**config.mk**
```make
export PLATFORM = sky130hd
export DESIGN_NAME = byte_stuffed_frame_receiver_flat
export DESIGN_NICKNAME = d
export VERILOG_FILES = /design/src/hdl/bsfr_pkg.sv /design/src/hdl/bsfr_if.sv /design/src/hdl/byte_stuffed_frame_receiver.sv /design/src/flat_wrapper.sv
export VERILOG_INCLUDE_DIRS = /design/src /design/src/hdl
export SDC_FILE = /design/constraint.sdc
export NUM_CORES = 1
export LEC_CHECK = 0
export BUFFER_PORTS_ARGS = -buffer_cell sky130_fd_sc_hd__buf_4
export CAP_MARGIN = 20
export CORE_ASPECT_RATIO = 0.8
export CORE_MARGIN = 2
export CORE_UTILIZATION = 45
export CTS_CLUSTER_SIZE = 30
export DETAILED_ROUTE_END_ITERATION = 8
export PLACE_DENSITY = 0.65
export REMOVE_ABC_BUFFERS = 1
export SETUP_SLACK_MARGIN = 0.5
export SYNTH_ARGS = -nofsm -noshare
export SYNTH_HDL_FRONTEND = slang
export SYNTH_SLANG_ARGS = --single-unit
```
**constraint.sdc**
```tcl
create_clock -name clk -period 4.1 [get_ports clk]
set_input_delay 0.41 -clock clk [delete_from_list [all_inputs] [get_ports clk]]
set_output_delay 0.41 -clock clk [all_outputs]
set_load 0.02 [all_outputs]
```
**src/hdl/byte_stuffed_frame_receiver_defines.svh**
```systemverilog
// Assertion macros shared by the frame receiver RTL.
// Each macro checks on the rising edge of clk and is disabled while rst is high.
`ifndef BYTE_STUFFED_FRAME_RECEIVER_DEFINES_SVH
`define BYTE_STUFFED_FRAME_RECEIVER_DEFINES_SVH

// Same-cycle implication.
`define BSFR_ASSERT(label, ante, cons, msg) \
  label: assert property (@(posedge clk) disable iff (rst) (ante) |-> (cons)) \
    else $error(msg);

// Next-cycle implication.
`define BSFR_ASSERT_NEXT(label, ante, cons, msg) \
  label: assert property (@(posedge clk) disable iff (rst) (ante) |=> (cons)) \
    else $error(msg);

`endif

```
**src/hdl/bsfr_pkg.sv**
```systemverilog
// Package for the byte-stuffed frame receiver: phase and status codes,
// register indexes, reset values and the result word type. No dependencies.
package bsfr_pkg;

  localparam int unsigned CFG_IDX_W = 3;

  // Configuration register indexes.
  typedef enum logic [CFG_IDX_W-1:0] {
    REG_FLAG      = 3'd0,
    REG_ESCAPE    = 3'd1,
    REG_ESC_FLAG  = 3'd2,
    REG_INFO_EVEN = 3'd3,
    REG_INFO_ODD  = 3'd4
  } reg_idx_t;

  // Reset values of the configuration registers.
  localparam logic [7:0] FLAG_RST      = 8'h7e;
  localparam logic [7:0] ESCAPE_RST    = 8'h7d;
  localparam logic [7:0] ESC_FLAG_RST  = 8'h5e;
  localparam logic [7:0] INFO_EVEN_RST = 8'h00;
  localparam logic [7:0] INFO_ODD_RST  = 8'h40;

  // Receive phases.
  typedef enum logic [2:0] {
    PH_HUNT = 3'd0,
    PH_ADDR = 3'd1,
    PH_CTRL = 3'd2,
    PH_HCHK = 3'd3,
    PH_DATA = 3'd4,
    PH_SEND = 3'd5
  } phase_t;

  // Frame-end status codes.
  typedef enum logic [1:0] {
    ST_OK        = 2'd0,
    ST_HDR_BAD   = 2'd1,
    ST_DATA_BAD  = 2'd2,
    ST_MALFORMED = 2'd3
  } status_t;

  // Result kinds.
  typedef enum logic {
    KIND_DATA = 1'b0,
    KIND_END  = 1'b1
  } kind_t;

  // One result word.
  typedef struct packed {
    kind_t      kind;
    logic [7:0] payload;
    status_t    status;
    logic [7:0] address;
    logic [7:0] control;
    logic       is_info;
  } result_t;

endpackage

```
**src/hdl/bsfr_if.sv**
```systemverilog
// Handshake channels of the frame receiver: received bytes, results and
// configuration writes. Uses bsfr_pkg for the index width.
interface bsfr_rx_if;
  logic       valid;
  logic       ready;
  logic [7:0] rx_byte;

  modport source (output valid, output rx_byte, input ready);
  modport sink (input valid, input rx_byte, output ready);
endinterface

interface bsfr_res_if;
  logic       valid;
  logic       ready;
  logic       result_kind;
  logic [7:0] payload_byte;
  logic [1:0] frame_status;
  logic [7:0] frame_address;
  logic [7:0] frame_control;
  logic       is_information;

  modport source (output valid, output result_kind, output payload_byte,
                  output frame_status, output frame_address, output frame_control,
                  output is_information, input ready);
  modport sink (input valid, input result_kind, input payload_byte,
                input frame_status, input frame_address, input frame_control,
                input is_information, output ready);
endinterface

interface bsfr_cfg_if;
  logic                           valid;
  logic                           ready;
  logic [bsfr_pkg::CFG_IDX_W-1:0] index;
  logic [7:0]                     wdata;

  modport source (output valid, output index, output wdata, input ready);
  modport sink (input valid, input index, input wdata, output ready);
endinterface

```
**src/hdl/byte_stuffed_frame_receiver.sv**
```systemverilog
// Result words are registered: the result channel is driven from the output word of the result buffer.
// Throughput: one byte per cycle while the skid word is free; each byte updates the receive state in a single pass.
// A two-word result buffer lets bytes keep arriving while a result waits for the sink.
// Reset (synchronous, active high) restores the default configuration, clears the
// frame state to flag hunting and empties the result buffer.
`include "byte_stuffed_frame_receiver_defines.svh"

module byte_stuffed_frame_receiver
  import bsfr_pkg::*;
(
  input  logic        clk,
  input  logic        rst,
  bsfr_rx_if.sink     rx,
  bsfr_res_if.source  res,
  bsfr_cfg_if.sink    cfg
);

  // Configuration registers.
  logic [7:0] flag_byte;
  logic [7:0] escape_byte;
  logic [7:0] escaped_flag_code;
  logic [7:0] info_control_even;
  logic [7:0] info_control_odd;

  // Frame state.
  phase_t     phase, phase_next;
  logic [7:0] address_reg, address_reg_next;
  logic [7:0] control_reg, control_reg_next;
  logic [7:0] header_check, header_check_next;
  logic       escape_pending, escape_pending_next;
  logic       held_valid, held_valid_next;
  logic [7:0] held_byte, held_byte_next;
  logic [7:0] running_xor, running_xor_next;

  // Result buffer: output word and skid word.
  logic    o_valid;
  result_t o_data;
  logic    s_valid;
  result_t s_data;

  logic    in_fire;
  logic    pop;
  logic    push;
  result_t r;
  logic    is_info;
  logic    hdr_ok;
  logic    is_flag;
  logic [7:0] b;
  logic [7:0] destuffed;

  assign b       = rx.rx_byte;
  assign rx.ready = !s_valid;
  assign in_fire = rx.valid && rx.ready;
  assign pop     = o_valid && res.ready;
  assign is_info = (control_reg == info_control_even) || (control_reg == info_control_odd);
  assign hdr_ok  = (address_reg ^ control_reg) == header_check;
  assign is_flag = b == flag_byte;

  // Configuration writes; indexes past the list are dropped.
  assign cfg.ready = 1'b1;

  always_ff @(posedge clk) begin
    if (rst) begin
      flag_byte         <= FLAG_RST;
      escape_byte       <= ESCAPE_RST;
      escaped_flag_code <= ESC_FLAG_RST;
      info_control_even <= INFO_EVEN_RST;
      info_control_odd  <= INFO_ODD_RST;
    end else if (cfg.valid && cfg.ready) begin
      case (cfg.index)
        REG_FLAG:      flag_byte         <= cfg.wdata;
        REG_ESCAPE:    escape_byte       <= cfg.wdata;
        REG_ESC_FLAG:  escaped_flag_code <= cfg.wdata;
        REG_INFO_EVEN: info_control_even <= cfg.wdata;
        REG_INFO_ODD:  info_control_odd  <= cfg.wdata;
        default: ;
      endcase
    end
  end

  // Next phase.
  always_comb begin
    phase_next = phase;
    if (in_fire) begin
      unique case (phase)
        PH_ADDR: phase_next = PH_CTRL;
        PH_CTRL: phase_next = PH_HCHK;
        PH_HCHK: phase_next = is_info ? PH_DATA : PH_SEND;
        PH_DATA: phase_next = is_flag ? PH_HUNT : PH_DATA;
        PH_SEND: phase_next = is_flag ? PH_HUNT : PH_SEND;
        default: phase_next = is_flag ? PH_ADDR : PH_HUNT;
      endcase
    end
  end

  // Escape decode of a data byte.
  assign destuffed = escape_pending ?
                     ((b == escaped_flag_code) ? flag_byte : escape_byte) : b;

  // Result and datapath updates for the accepted byte.
  always_comb begin
    address_reg_next    = address_reg;
    control_reg_next    = control_reg;
    header_check_next   = header_check;
    escape_pending_next = escape_pending;
    held_valid_next     = held_valid;
    held_byte_next      = held_byte;
    running_xor_next    = running_xor;
    push                = 1'b0;
    r.kind              = KIND_DATA;
    r.payload           = 8'h00;
    r.status            = ST_OK;
    r.address           = address_reg;
    r.control           = control_reg;
    r.is_info           = is_info;
    if (in_fire) begin
      unique case (phase)
        PH_ADDR: address_reg_next = b;
        PH_CTRL: control_reg_next = b;
        PH_HCHK: begin
          header_check_next   = b;
          escape_pending_next = 1'b0;
          held_valid_next     = 1'b0;
          held_byte_next      = 8'h00;
          running_xor_next    = 8'h00;
        end
        PH_DATA: begin
          if (is_flag) begin
            push   = 1'b1;
            r.kind = KIND_END;
            priority if (escape_pending || !held_valid) r.status = ST_MALFORMED;
            else if (!hdr_ok)                        r.status = ST_HDR_BAD;
            else if (held_byte != running_xor)       r.status = ST_DATA_BAD;
            else                                     r.status = ST_OK;
            escape_pending_next = 1'b0;
            held_valid_next     = 1'b0;
          end else if (!escape_pending && (b == escape_byte)) begin
            escape_pending_next = 1'b1;
          end else begin
            // A destuffed byte replaces the held one, which goes out now.
            escape_pending_next = 1'b0;
            if (held_valid) begin
              push             = 1'b1;
              r.payload        = held_byte;
              running_xor_next = running_xor ^ held_byte;
            end
            held_byte_next  = destuffed;
            held_valid_next = 1'b1;
          end
        end
        PH_SEND: begin
          if (is_flag) begin
            push     = 1'b1;
            r.kind   = KIND_END;
            r.status = hdr_ok ? ST_OK : ST_HDR_BAD;
          end
        end
        default: ;
      endcase
    end
  end

  // State registers.
  always_ff @(posedge clk) begin
    if (rst) begin
      phase          <= PH_HUNT;
      address_reg    <= 8'h00;
      control_reg    <= 8'h00;
      header_check   <= 8'h00;
      escape_pending <= 1'b0;
      held_valid     <= 1'b0;
      held_byte      <= 8'h00;
      running_xor    <= 8'h00;
    end else begin
      phase          <= phase_next;
      address_reg    <= address_reg_next;
      control_reg    <= control_reg_next;
      header_check   <= header_check_next;
      escape_pending <= escape_pending_next;
      held_valid     <= held_valid_next;
      held_byte      <= held_byte_next;
      running_xor    <= running_xor_next;
    end
  end

  // Two-word result buffer; a new word enters only when the skid word is free.
  always_ff @(posedge clk) begin
    if (rst) begin
      o_valid <= 1'b0;
      s_valid <= 1'b0;
    end else if (!o_valid || pop) begin
      if (s_valid) begin
        o_valid <= 1'b1;
        s_valid <= 1'b0;
      end else begin
        o_valid <= push;
      end
    end else if (push) begin
      s_valid <= 1'b1;
    end
  end

  always_ff @(posedge clk) begin
    if (!o_valid || pop) begin
      o_data <= s_valid ? s_data : r;
    end else if (push) begin
      s_data <= r;
    end
  end

  // Result channel outputs.
  assign res.valid          = o_valid;
  assign res.result_kind    = o_data.kind;
  assign res.payload_byte   = o_data.payload;
  assign res.frame_status   = o_data.status;
  assign res.frame_address  = o_data.address;
  assign res.frame_control  = o_data.control;
  assign res.is_information = o_data.is_info;

  // Assertions.
  `BSFR_ASSERT(a_skid_needs_out, s_valid, o_valid, "skid word held with empty output word")
  `BSFR_ASSERT(a_data_only_in_field, push && (r.kind == KIND_DATA), phase == PH_DATA,
    "data byte produced outside the data field")
  `BSFR_ASSERT(a_escape_in_field, escape_pending, phase == PH_DATA,
    "escape pending outside the data field")
  `BSFR_ASSERT_NEXT(a_end_to_hunt, push && (r.kind == KIND_END), phase == PH_HUNT,
    "frame end did not return to flag hunting")

endmodule
```
**src/flat_wrapper.sv**
```systemverilog
// flat-port wrapper written by rule: the top's interface ports become plain ports
module byte_stuffed_frame_receiver_flat import bsfr_pkg::*;
  (clk, rst, rx_valid, rx_rx_byte, rx_ready, res_valid, res_result_kind, res_payload_byte, res_frame_status, res_frame_address, res_frame_control, res_is_information, res_ready, cfg_valid, cfg_index, cfg_wdata, cfg_ready);
  bsfr_rx_if rx_i ();
  bsfr_res_if res_i ();
  bsfr_cfg_if cfg_i ();
  input  logic clk;
  input  logic rst;
  input wire logic [$bits(rx_i.valid)-1:0] rx_valid;
  input wire logic [$bits(rx_i.rx_byte)-1:0] rx_rx_byte;
  output wire logic [$bits(rx_i.ready)-1:0] rx_ready;
  output wire logic [$bits(res_i.valid)-1:0] res_valid;
  output wire logic [$bits(res_i.result_kind)-1:0] res_result_kind;
  output wire logic [$bits(res_i.payload_byte)-1:0] res_payload_byte;
  output wire logic [$bits(res_i.frame_status)-1:0] res_frame_status;
  output wire logic [$bits(res_i.frame_address)-1:0] res_frame_address;
  output wire logic [$bits(res_i.frame_control)-1:0] res_frame_control;
  output wire logic [$bits(res_i.is_information)-1:0] res_is_information;
  input wire logic [$bits(res_i.ready)-1:0] res_ready;
  input wire logic [$bits(cfg_i.valid)-1:0] cfg_valid;
  input wire logic [$bits(cfg_i.index)-1:0] cfg_index;
  input wire logic [$bits(cfg_i.wdata)-1:0] cfg_wdata;
  output wire logic [$bits(cfg_i.ready)-1:0] cfg_ready;
  assign rx_i.valid = rx_valid;
  assign rx_i.rx_byte = rx_rx_byte;
  assign rx_ready = rx_i.ready;
  assign res_valid = res_i.valid;
  assign res_result_kind = res_i.result_kind;
  assign res_payload_byte = res_i.payload_byte;
  assign res_frame_status = res_i.frame_status;
  assign res_frame_address = res_i.frame_address;
  assign res_frame_control = res_i.frame_control;
  assign res_is_information = res_i.is_information;
  assign res_i.ready = res_ready;
  assign cfg_i.valid = cfg_valid;
  assign cfg_i.index = cfg_index;
  assign cfg_i.wdata = cfg_wdata;
  assign cfg_ready = cfg_i.ready;
  byte_stuffed_frame_receiver u_core (.clk(clk), .rst(rst), .rx(rx_i), .res(res_i), .cfg(cfg_i));
endmodule
```
* After elaboration in Yosys (flattened, before gate mapping) *
Index checks and enable logic that the tools add are counted.

storage, ports and cells
  word-level logic and storage cells = 118
  output and inout port bits = 31
  bits of input ports = 24
  bits in registers = 143

operators by class
  bitwise operators = 3
  equality and inequality tests = 20
  reduce and logical (&&, ||, !) cells = 27
  muxes and demuxes = 41

operator list
  kind                                            count
  2-to-1 mux 8 bit                                11
  == test 8 bit                                   6
  one-hot mux 8 bit (2 select lines)              2
  2-to-1 mux 28 bit                               1
  AND reduction 2 bit                             10
  XOR 8 bit                                       2
  one-hot mux 3 bit (5 select lines)              1
  2-to-1 mux 1 bit                                14
  == test 3 x 2 -> 1 bit (second input constant)  4
  2-to-1 mux 11 bit                               1
  2-to-1 mux 2 bit                                5
  == test 3 bit (second input constant)           3
  inequality test 8 bit                           1
  == test 3 x 1 -> 1 bit (second input constant)  2
  2-to-1 mux 3 bit                                2
  one-hot mux 1 bit (2 select lines)              3
  AND reduction 5 bit                             1
  logical NOT 1 bit                               4
  inequality test 2 bit (second input constant)   2
  one-hot mux 2 bit (2 select lines)              1
  AND reduction 4 bit                             1
  OR reduction 2 bit                              2
  logical AND 1 bit                               3
  logical NOT 3 bit                               1
  other kinds (6)                                 8

* Longest topological paths before layout *
  word-level depth = 8
  depth in mapped cells = 7
  mapped depth without buffers = 5

* Least setup slack after synthesis *
No wires, ideal clock.

  kind = input -> register
  from = input rx_rx_byte[3]
  to = register u_core.s_data[0] in the netlist's numbering (enable)
  data required time = 3.652 ns
  buffers on the path = 2
  path slack = 0.186 ns
  arrival = 3.466 ns
  stages on the path = 7
  cells stage by stage = buf_2 -> xor2_1 -> nor4_2 -> and3_2 -> buf_4 -> o31a_1 -> nor3_1

between the ends
  longest elaborated chain between the ends = 7
  elaborated cells on any way between the ends = 9

RTL lines
  what                                    RTL line                            text
  from (decl)                             flat_wrapper.sv:10                  input wire logic [$bits(rx_i.rx_byte)-1:0] rx_rx_byte;
  == test 8 bit                           byte_stuffed_frame_receiver.sv:137  end else if (!escape_pending && (b == escape_byte)) begin
  logical AND 1 bit                       byte_stuffed_frame_receiver.sv:137
  2-to-1 mux 1 bit                        byte_stuffed_frame_receiver.sv:137
  2-to-1 mux 1 bit                        byte_stuffed_frame_receiver.sv:128  if (is_flag) begin
  one-hot mux 1 bit (2 select lines) *    byte_stuffed_frame_receiver.sv:117  unique case (phase)
  2-to-1 mux 1 bit *                      byte_stuffed_frame_receiver.sv:116  if (in_fire) begin
  AND reduction 2 bit (no source line) *  --
  to (signal assigned)                    byte_stuffed_frame_receiver.sv:207  s_data <= r;
  to (decl)                               byte_stuffed_frame_receiver.sv:39   result_t s_data;

Every way passes the cells marked *; elsewhere a longest branch is shown, timed or not.
A chain may end at the register's enable or synchronous reset.

* Worst setup path after layout *
  from = register u_core.escape_pending
  to = register u_core.s_data[4] in the netlist's numbering (enable)

between the ends
  longest elaborated chain between the ends = 7

RTL lines
  what                                  RTL line                            text
  from (decl)                           byte_stuffed_frame_receiver.sv:30   logic escape_pending, escape_pending_next;
  from (signal assigned)                byte_stuffed_frame_receiver.sv:179  escape_pending <= escape_pending_next;
  logical NOT 1 bit                     byte_stuffed_frame_receiver.sv:137
  logical AND 1 bit                     byte_stuffed_frame_receiver.sv:137
  2-to-1 mux 1 bit                      byte_stuffed_frame_receiver.sv:137
  2-to-1 mux 1 bit                      byte_stuffed_frame_receiver.sv:128
  one-hot mux 1 bit (2 select lines)    byte_stuffed_frame_receiver.sv:117
  2-to-1 mux 1 bit                      byte_stuffed_frame_receiver.sv:116
  AND reduction 2 bit (no source line)  --

No other way between the ends.

==> results_tabular.tex <==
\begin{tabular}{lr}
\hline
Metric & Value \\
\hline
\multicolumn{2}{l}{\textbf{Pwr}} \\
Power per cell area & around 440 nW/um\^{}2 \\
Leakage power & 0.00287 uW \\
Reported net switching power & 696 uW \\
Combinational fraction of design power & 5.3\% \\
Net switching fraction of the power & 20.9\% \\
Internal Power & 2640 uW \\
Clock network fraction of design power & just under 50\% \\
Worst vdd ir & between 0.3 and 0.4 mV \\
Part of the total power dissipated in sequential elements & 45.3\% \\
\multicolumn{2}{l}{\textbf{Yosys}} \\
Most frequent cell after synthesis & sky130\_fd\_sc\_hd\_\_nand2\_1 \\
Async set-reset flop share out of synthesis & 0\% \\
Synth area leaders & sky130\_fd\_sc\_hd\_\_dfxtp\_1 (27\%), sky130\_fd\_sc\_hd\_\_edfxtp\_1 (26\%), sky130\_fd\_sc\_hd\_\_nand2\_1 (5.2\%) \\
Area share of and/or/nand/nor cells after synthesis & a little under a fifth \\
Gate count of the mapped netlist & roughly 620 \\
Main combinational cell family by area after synthesis & simple AND/OR/NAND/NOR gates \\
Number of flops mapped to enable cells by yosys & 56 \\
Synthesized flop and latch total & about 140 \\
Compound-gate portion of the synthesized area & 11.6\% \\
Post-synthesis xor/xnor area fraction & under 10\% \\
Mean Syn Cell Area & 10.5 um\^{}2 \\
Most used DFF post-synth & sky130\_fd\_sc\_hd\_\_dfxtp\_1 \\
Register area share after synthesis & between 50\% and 60\% \\
Top cells by count, synth & sky130\_fd\_sc\_hd\_\_nand2\_1 (91), sky130\_fd\_sc\_hd\_\_dfxtp\_1 (87), sky130\_fd\_sc\_hd\_\_edfxtp\_1 (56) \\
Number of distinct library cells after synthesis & 54 \\
Portion of synthesized cell area occupied by the leading cell type & between 20\% and 30\% \\
Cell accounting for the most synthesized area & sky130\_fd\_sc\_hd\_\_dfxtp\_1 \\
Yosys warnings & 0 \\
Adder and majority gate portion of the synthesized area & 0\% \\
Multiplexer area fraction after synthesis & under 10\% \\
Cell area after technology mapping & around 6500 um\^{}2 \\
\multicolumn{2}{l}{\textbf{Finish}} \\
Post-layout net count & roughly 670 \\
Total area of multi-input combinational cells & 2870 um\^{}2 \\
Final cell count without fillers & roughly 850 \\
Number of inserted filler cells in the final layout & between 1000 and 1500 \\
Share of the core filled with cells in the final layout & a little over half \\
Antenna cells & 0 \\
Max reg flops & 28 \\
Area Overhead vs Synth & 16.7\% \\
Fraction of final layout cells sized beyond drive strength 1 & $\sim$18\% \\
Top reg by flops & u\_core.s\_data \\
Total area of sequential cells & 3420 um\^{}2 \\
\multicolumn{2}{l}{\textbf{Setup path}} \\
Data required time at the worst endpoint & approximately 4.2 ns \\
Launch instance of the worst register-to-register path & u\_core.escape\_pending\$\_SDFFE\_PP0P\_ \\
Start point of the critical path & u\_core.escape\_pending\$\_SDFFE\_PP0P\_ \\
Critical path class & reg -> reg \\
Crit path capture type & flip-flop \\
CP startpoint kind & flip-flop \\
Data arrival time at the worst-slack endpoint & 2.96 ns \\
CP Max Fanout & 19 \\
Worst reg2reg setup slack & around 1.3 ns \\
\multicolumn{2}{l}{\textbf{STA}} \\
Portion of the clock cycle consumed by the worst path in the final layout & 69.4\% \\
Setup repair after global routing missed its margin & false \\
Setup violation total in the final timing report & 0 \\
Setup clock skew after layout & roughly 0.0076 ns \\
Final WS setup & approximately 1.3 ns \\
Final Max Slew Viols & 0 \\
Count of endpoints failing hold in the final timing report & 0 \\
Slew @ Worst Pin & roughly 1.0 ns \\
Total negative slack & 0 ns \\
Final Critical Period & between 2 and 3 ns \\
Achievable clock frequency & 351 MHz \\
Normalized max-slew margin & 30.0\% \\
\multicolumn{2}{l}{\textbf{Clock tree}} \\
Number of clock buffers inserted by TritonCTS & 17 \\
Count of hold-fix buffers inserted at cts & 0 \\
Clock Pin Slew Worst Setup and Hold Paths & 0.06 ns \\
Clock latency on the worst-skew pair & approximately 0.42 ns \\
Post-CTS resize count & 0 \\
CTS Root Cell & sky130\_fd\_sc\_hd\_\_clkbuf\_16 \\
TritonCTS clock tree & built \\
CTS HTree Levels & 4 \\
Clock Path Buffers & 2 \\
Number of post-CTS setup repair buffers & 0 \\
Clock sinks & roughly 140 \\
\multicolumn{2}{l}{\textbf{Routing}} \\
Via count of the routed design & approximately 4600 \\
Sum of routed wire length over all layers & around 14 mm \\
ANT nets after route & 0 \\
WL per Instance & around 17 um \\
Detail-routed via count per cell & roughly 5.5 \\
First DRT Iteration DRCs & approximately 380 \\
Number of optimization iterations in the first detailed-route pass & 5 \\
DRC viols & 0 \\
\multicolumn{2}{l}{\textbf{Outcome}} \\
Status & finished, final reports clean \\
\multicolumn{2}{l}{\textbf{Floorplanning}} \\
Die height & approximately 110 um \\
Overall die area & 15400 um\^{}2 \\
Number of I/O pins & 55 \\
Area of the core region & roughly 14000 um\^{}2 \\
Total number of placement rows & 39 \\
Die Wd & 138 um \\
Starting density of the core & 45.8\% \\
\multicolumn{2}{l}{\textbf{Place}} \\
Dpl hpwl & 9.89 mm \\
Count of placed standard cells including taps & about 800 \\
Number of port buffers & 53 \\
Post-placement worst setup slack & 1.20 ns \\
Last weighted congestion value of the routability-driven placer & $\sim$0.95 \\
\multicolumn{2}{l}{\textbf{GRT}} \\
Overflow left after global routing & 0 \\
First-pass GRT wire length & approximately 23 mm \\
Total routing usage reported by global routing & 19.2\% \\
Number of antenna violations at the first check in global routing & 0 \\
Vias in the first global route & approximately 4400 \\
Largest net degree at the start of global routing & 77 \\
\multicolumn{2}{l}{\textbf{Hold path}} \\
Worst min-delay path category & in -> reg \\
Startpoint of the lowest-slack hold path & cfg\_wdata[6] \\
\multicolumn{2}{l}{\textbf{Job}} \\
Total of max-cap violations & 0 \\
\hline
\end{tabular}
[worst max-delay path, cell delays in order, from the launching register on]
cell and delay [ns]:
sky130_fd_sc_hd__dfxtp_1 0.68, sky130_fd_sc_hd__nor2_1 0.13, sky130_fd_sc_hd__and3_2 0.35, sky130_fd_sc_hd__o31a_1 0.34
sky130_fd_sc_hd__nor3_2 0.65, sky130_fd_sc_hd__buf_4 0.37
[placed cells by master (no fill, tap or decap), types with 2 or more instances in the layout]
cell	Yosys	layout
sky130_fd_sc_hd__nand2_1	91	91
sky130_fd_sc_hd__dfxtp_1	87	87
sky130_fd_sc_hd__buf_4	2	57
sky130_fd_sc_hd__edfxtp_1	56	56
sky130_fd_sc_hd__a21oi_1	44	44
sky130_fd_sc_hd__xnor2_1	36	36
sky130_fd_sc_hd__nor2_1	28	28
sky130_fd_sc_hd__nand3_1	21	21
sky130_fd_sc_hd__o21ai_0	19	19
sky130_fd_sc_hd__nor2b_1	17	17
sky130_fd_sc_hd__mux2_2	17	17
sky130_fd_sc_hd__clkbuf_16	0	17
sky130_fd_sc_hd__xor2_1	16	16
sky130_fd_sc_hd__a22o_1	16	16
sky130_fd_sc_hd__nand3b_1	14	14
sky130_fd_sc_hd__mux2i_1	11	11
sky130_fd_sc_hd__nand4_1	10	10
sky130_fd_sc_hd__and2_1	9	9
sky130_fd_sc_hd__a31oi_1	9	9
sky130_fd_sc_hd__nor4b_2	8	8
sky130_fd_sc_hd__a221o_1	8	8
sky130_fd_sc_hd__xnor3_1	6	6
sky130_fd_sc_hd__a211o_1	6	6
sky130_fd_sc_hd__bufinv_16	0	5
sky130_fd_sc_hd__nand2b_1	4	4
sky130_fd_sc_hd__and4_1	4	4
sky130_fd_sc_hd__clkbuf_1	28	4
sky130_fd_sc_hd__inv_1	3	3
sky130_fd_sc_hd__nor4_1	3	3
sky130_fd_sc_hd__a21o_1	3	3
sky130_fd_sc_hd__nor4_2	2	2
sky130_fd_sc_hd__a211oi_1	2	2
sky130_fd_sc_hd__and3_1	2	2
sky130_fd_sc_hd__clkinv_2	0	2
sky130_fd_sc_hd__clkinvlp_4	0	2
[metal layers]
metal | GRT usage, % | wire, um | vias to the layer above
met5 | 0 | 0 | -
met4 | 6.46 | 241 | 0
met3 | 5.33 | 852 | 21
met2 | 26.8 | 5810 | 160
met1 | 28.7 | 7220 | 2177
li1 | - | - | 2255
[power by group through the flow]
stage	clock, uW	combinational, uW	sequential, uW
finish	1650	178	1510
global route	1740	196	1510
CTS	1670	178	1510
detailed placement	0	176	1540
global placement	0	174	1540
floorplan	0	91.3	1540
[cell type report]
class / count / area share [%]
timing repair buffer: 57 / 5.64
tap: 184 / 3.03
multi-input combinational: 426 / 37.8
sequential: 143 / 45.1
clock buffer: 21 / 5.80
clock inverter: 11 / 2.47
inverter: 3 / 0.148
[cells by family after synthesis]
kind of cell              Yosys count
AOI/OAI and AO/OA                 116
xor gates and xnor gates           58
buffers and inverters              48
DFF                               143
muxes                              28
other                               1
and+or+nand+nor                   223
[per-stage QoR]
step / cell area (um^2) / hold WS (ns) / power [uW]
4_1_cts: 7590 / 0.233 / 3360
2_1_floorplan: 6300 / 0.443 / 1630
6_report: 7590 / 0.246 / 3340
5_1_grt: 7590 / 0.227 / 3460
3_5_place_dp: 6970 / 0.463 / 1720
3_3_place_gp: 6970 / 0.458 / 1720
[worst paths after layout]
kind	endpoint	cells past startpoint
setup / recovery	u_core.s_data[4]$_DFFE_PP_	5
hold / removal	u_core.escape_byte[6]$_SDFFE_PP1P_	2
setup reg to reg	u_core.s_data[4]$_DFFE_PP_	5
hold reg to reg	u_core.info_control_odd[2]$_SDFFE_PP0P_	2
Note: power is estimated with default switching activity, not from simulation.
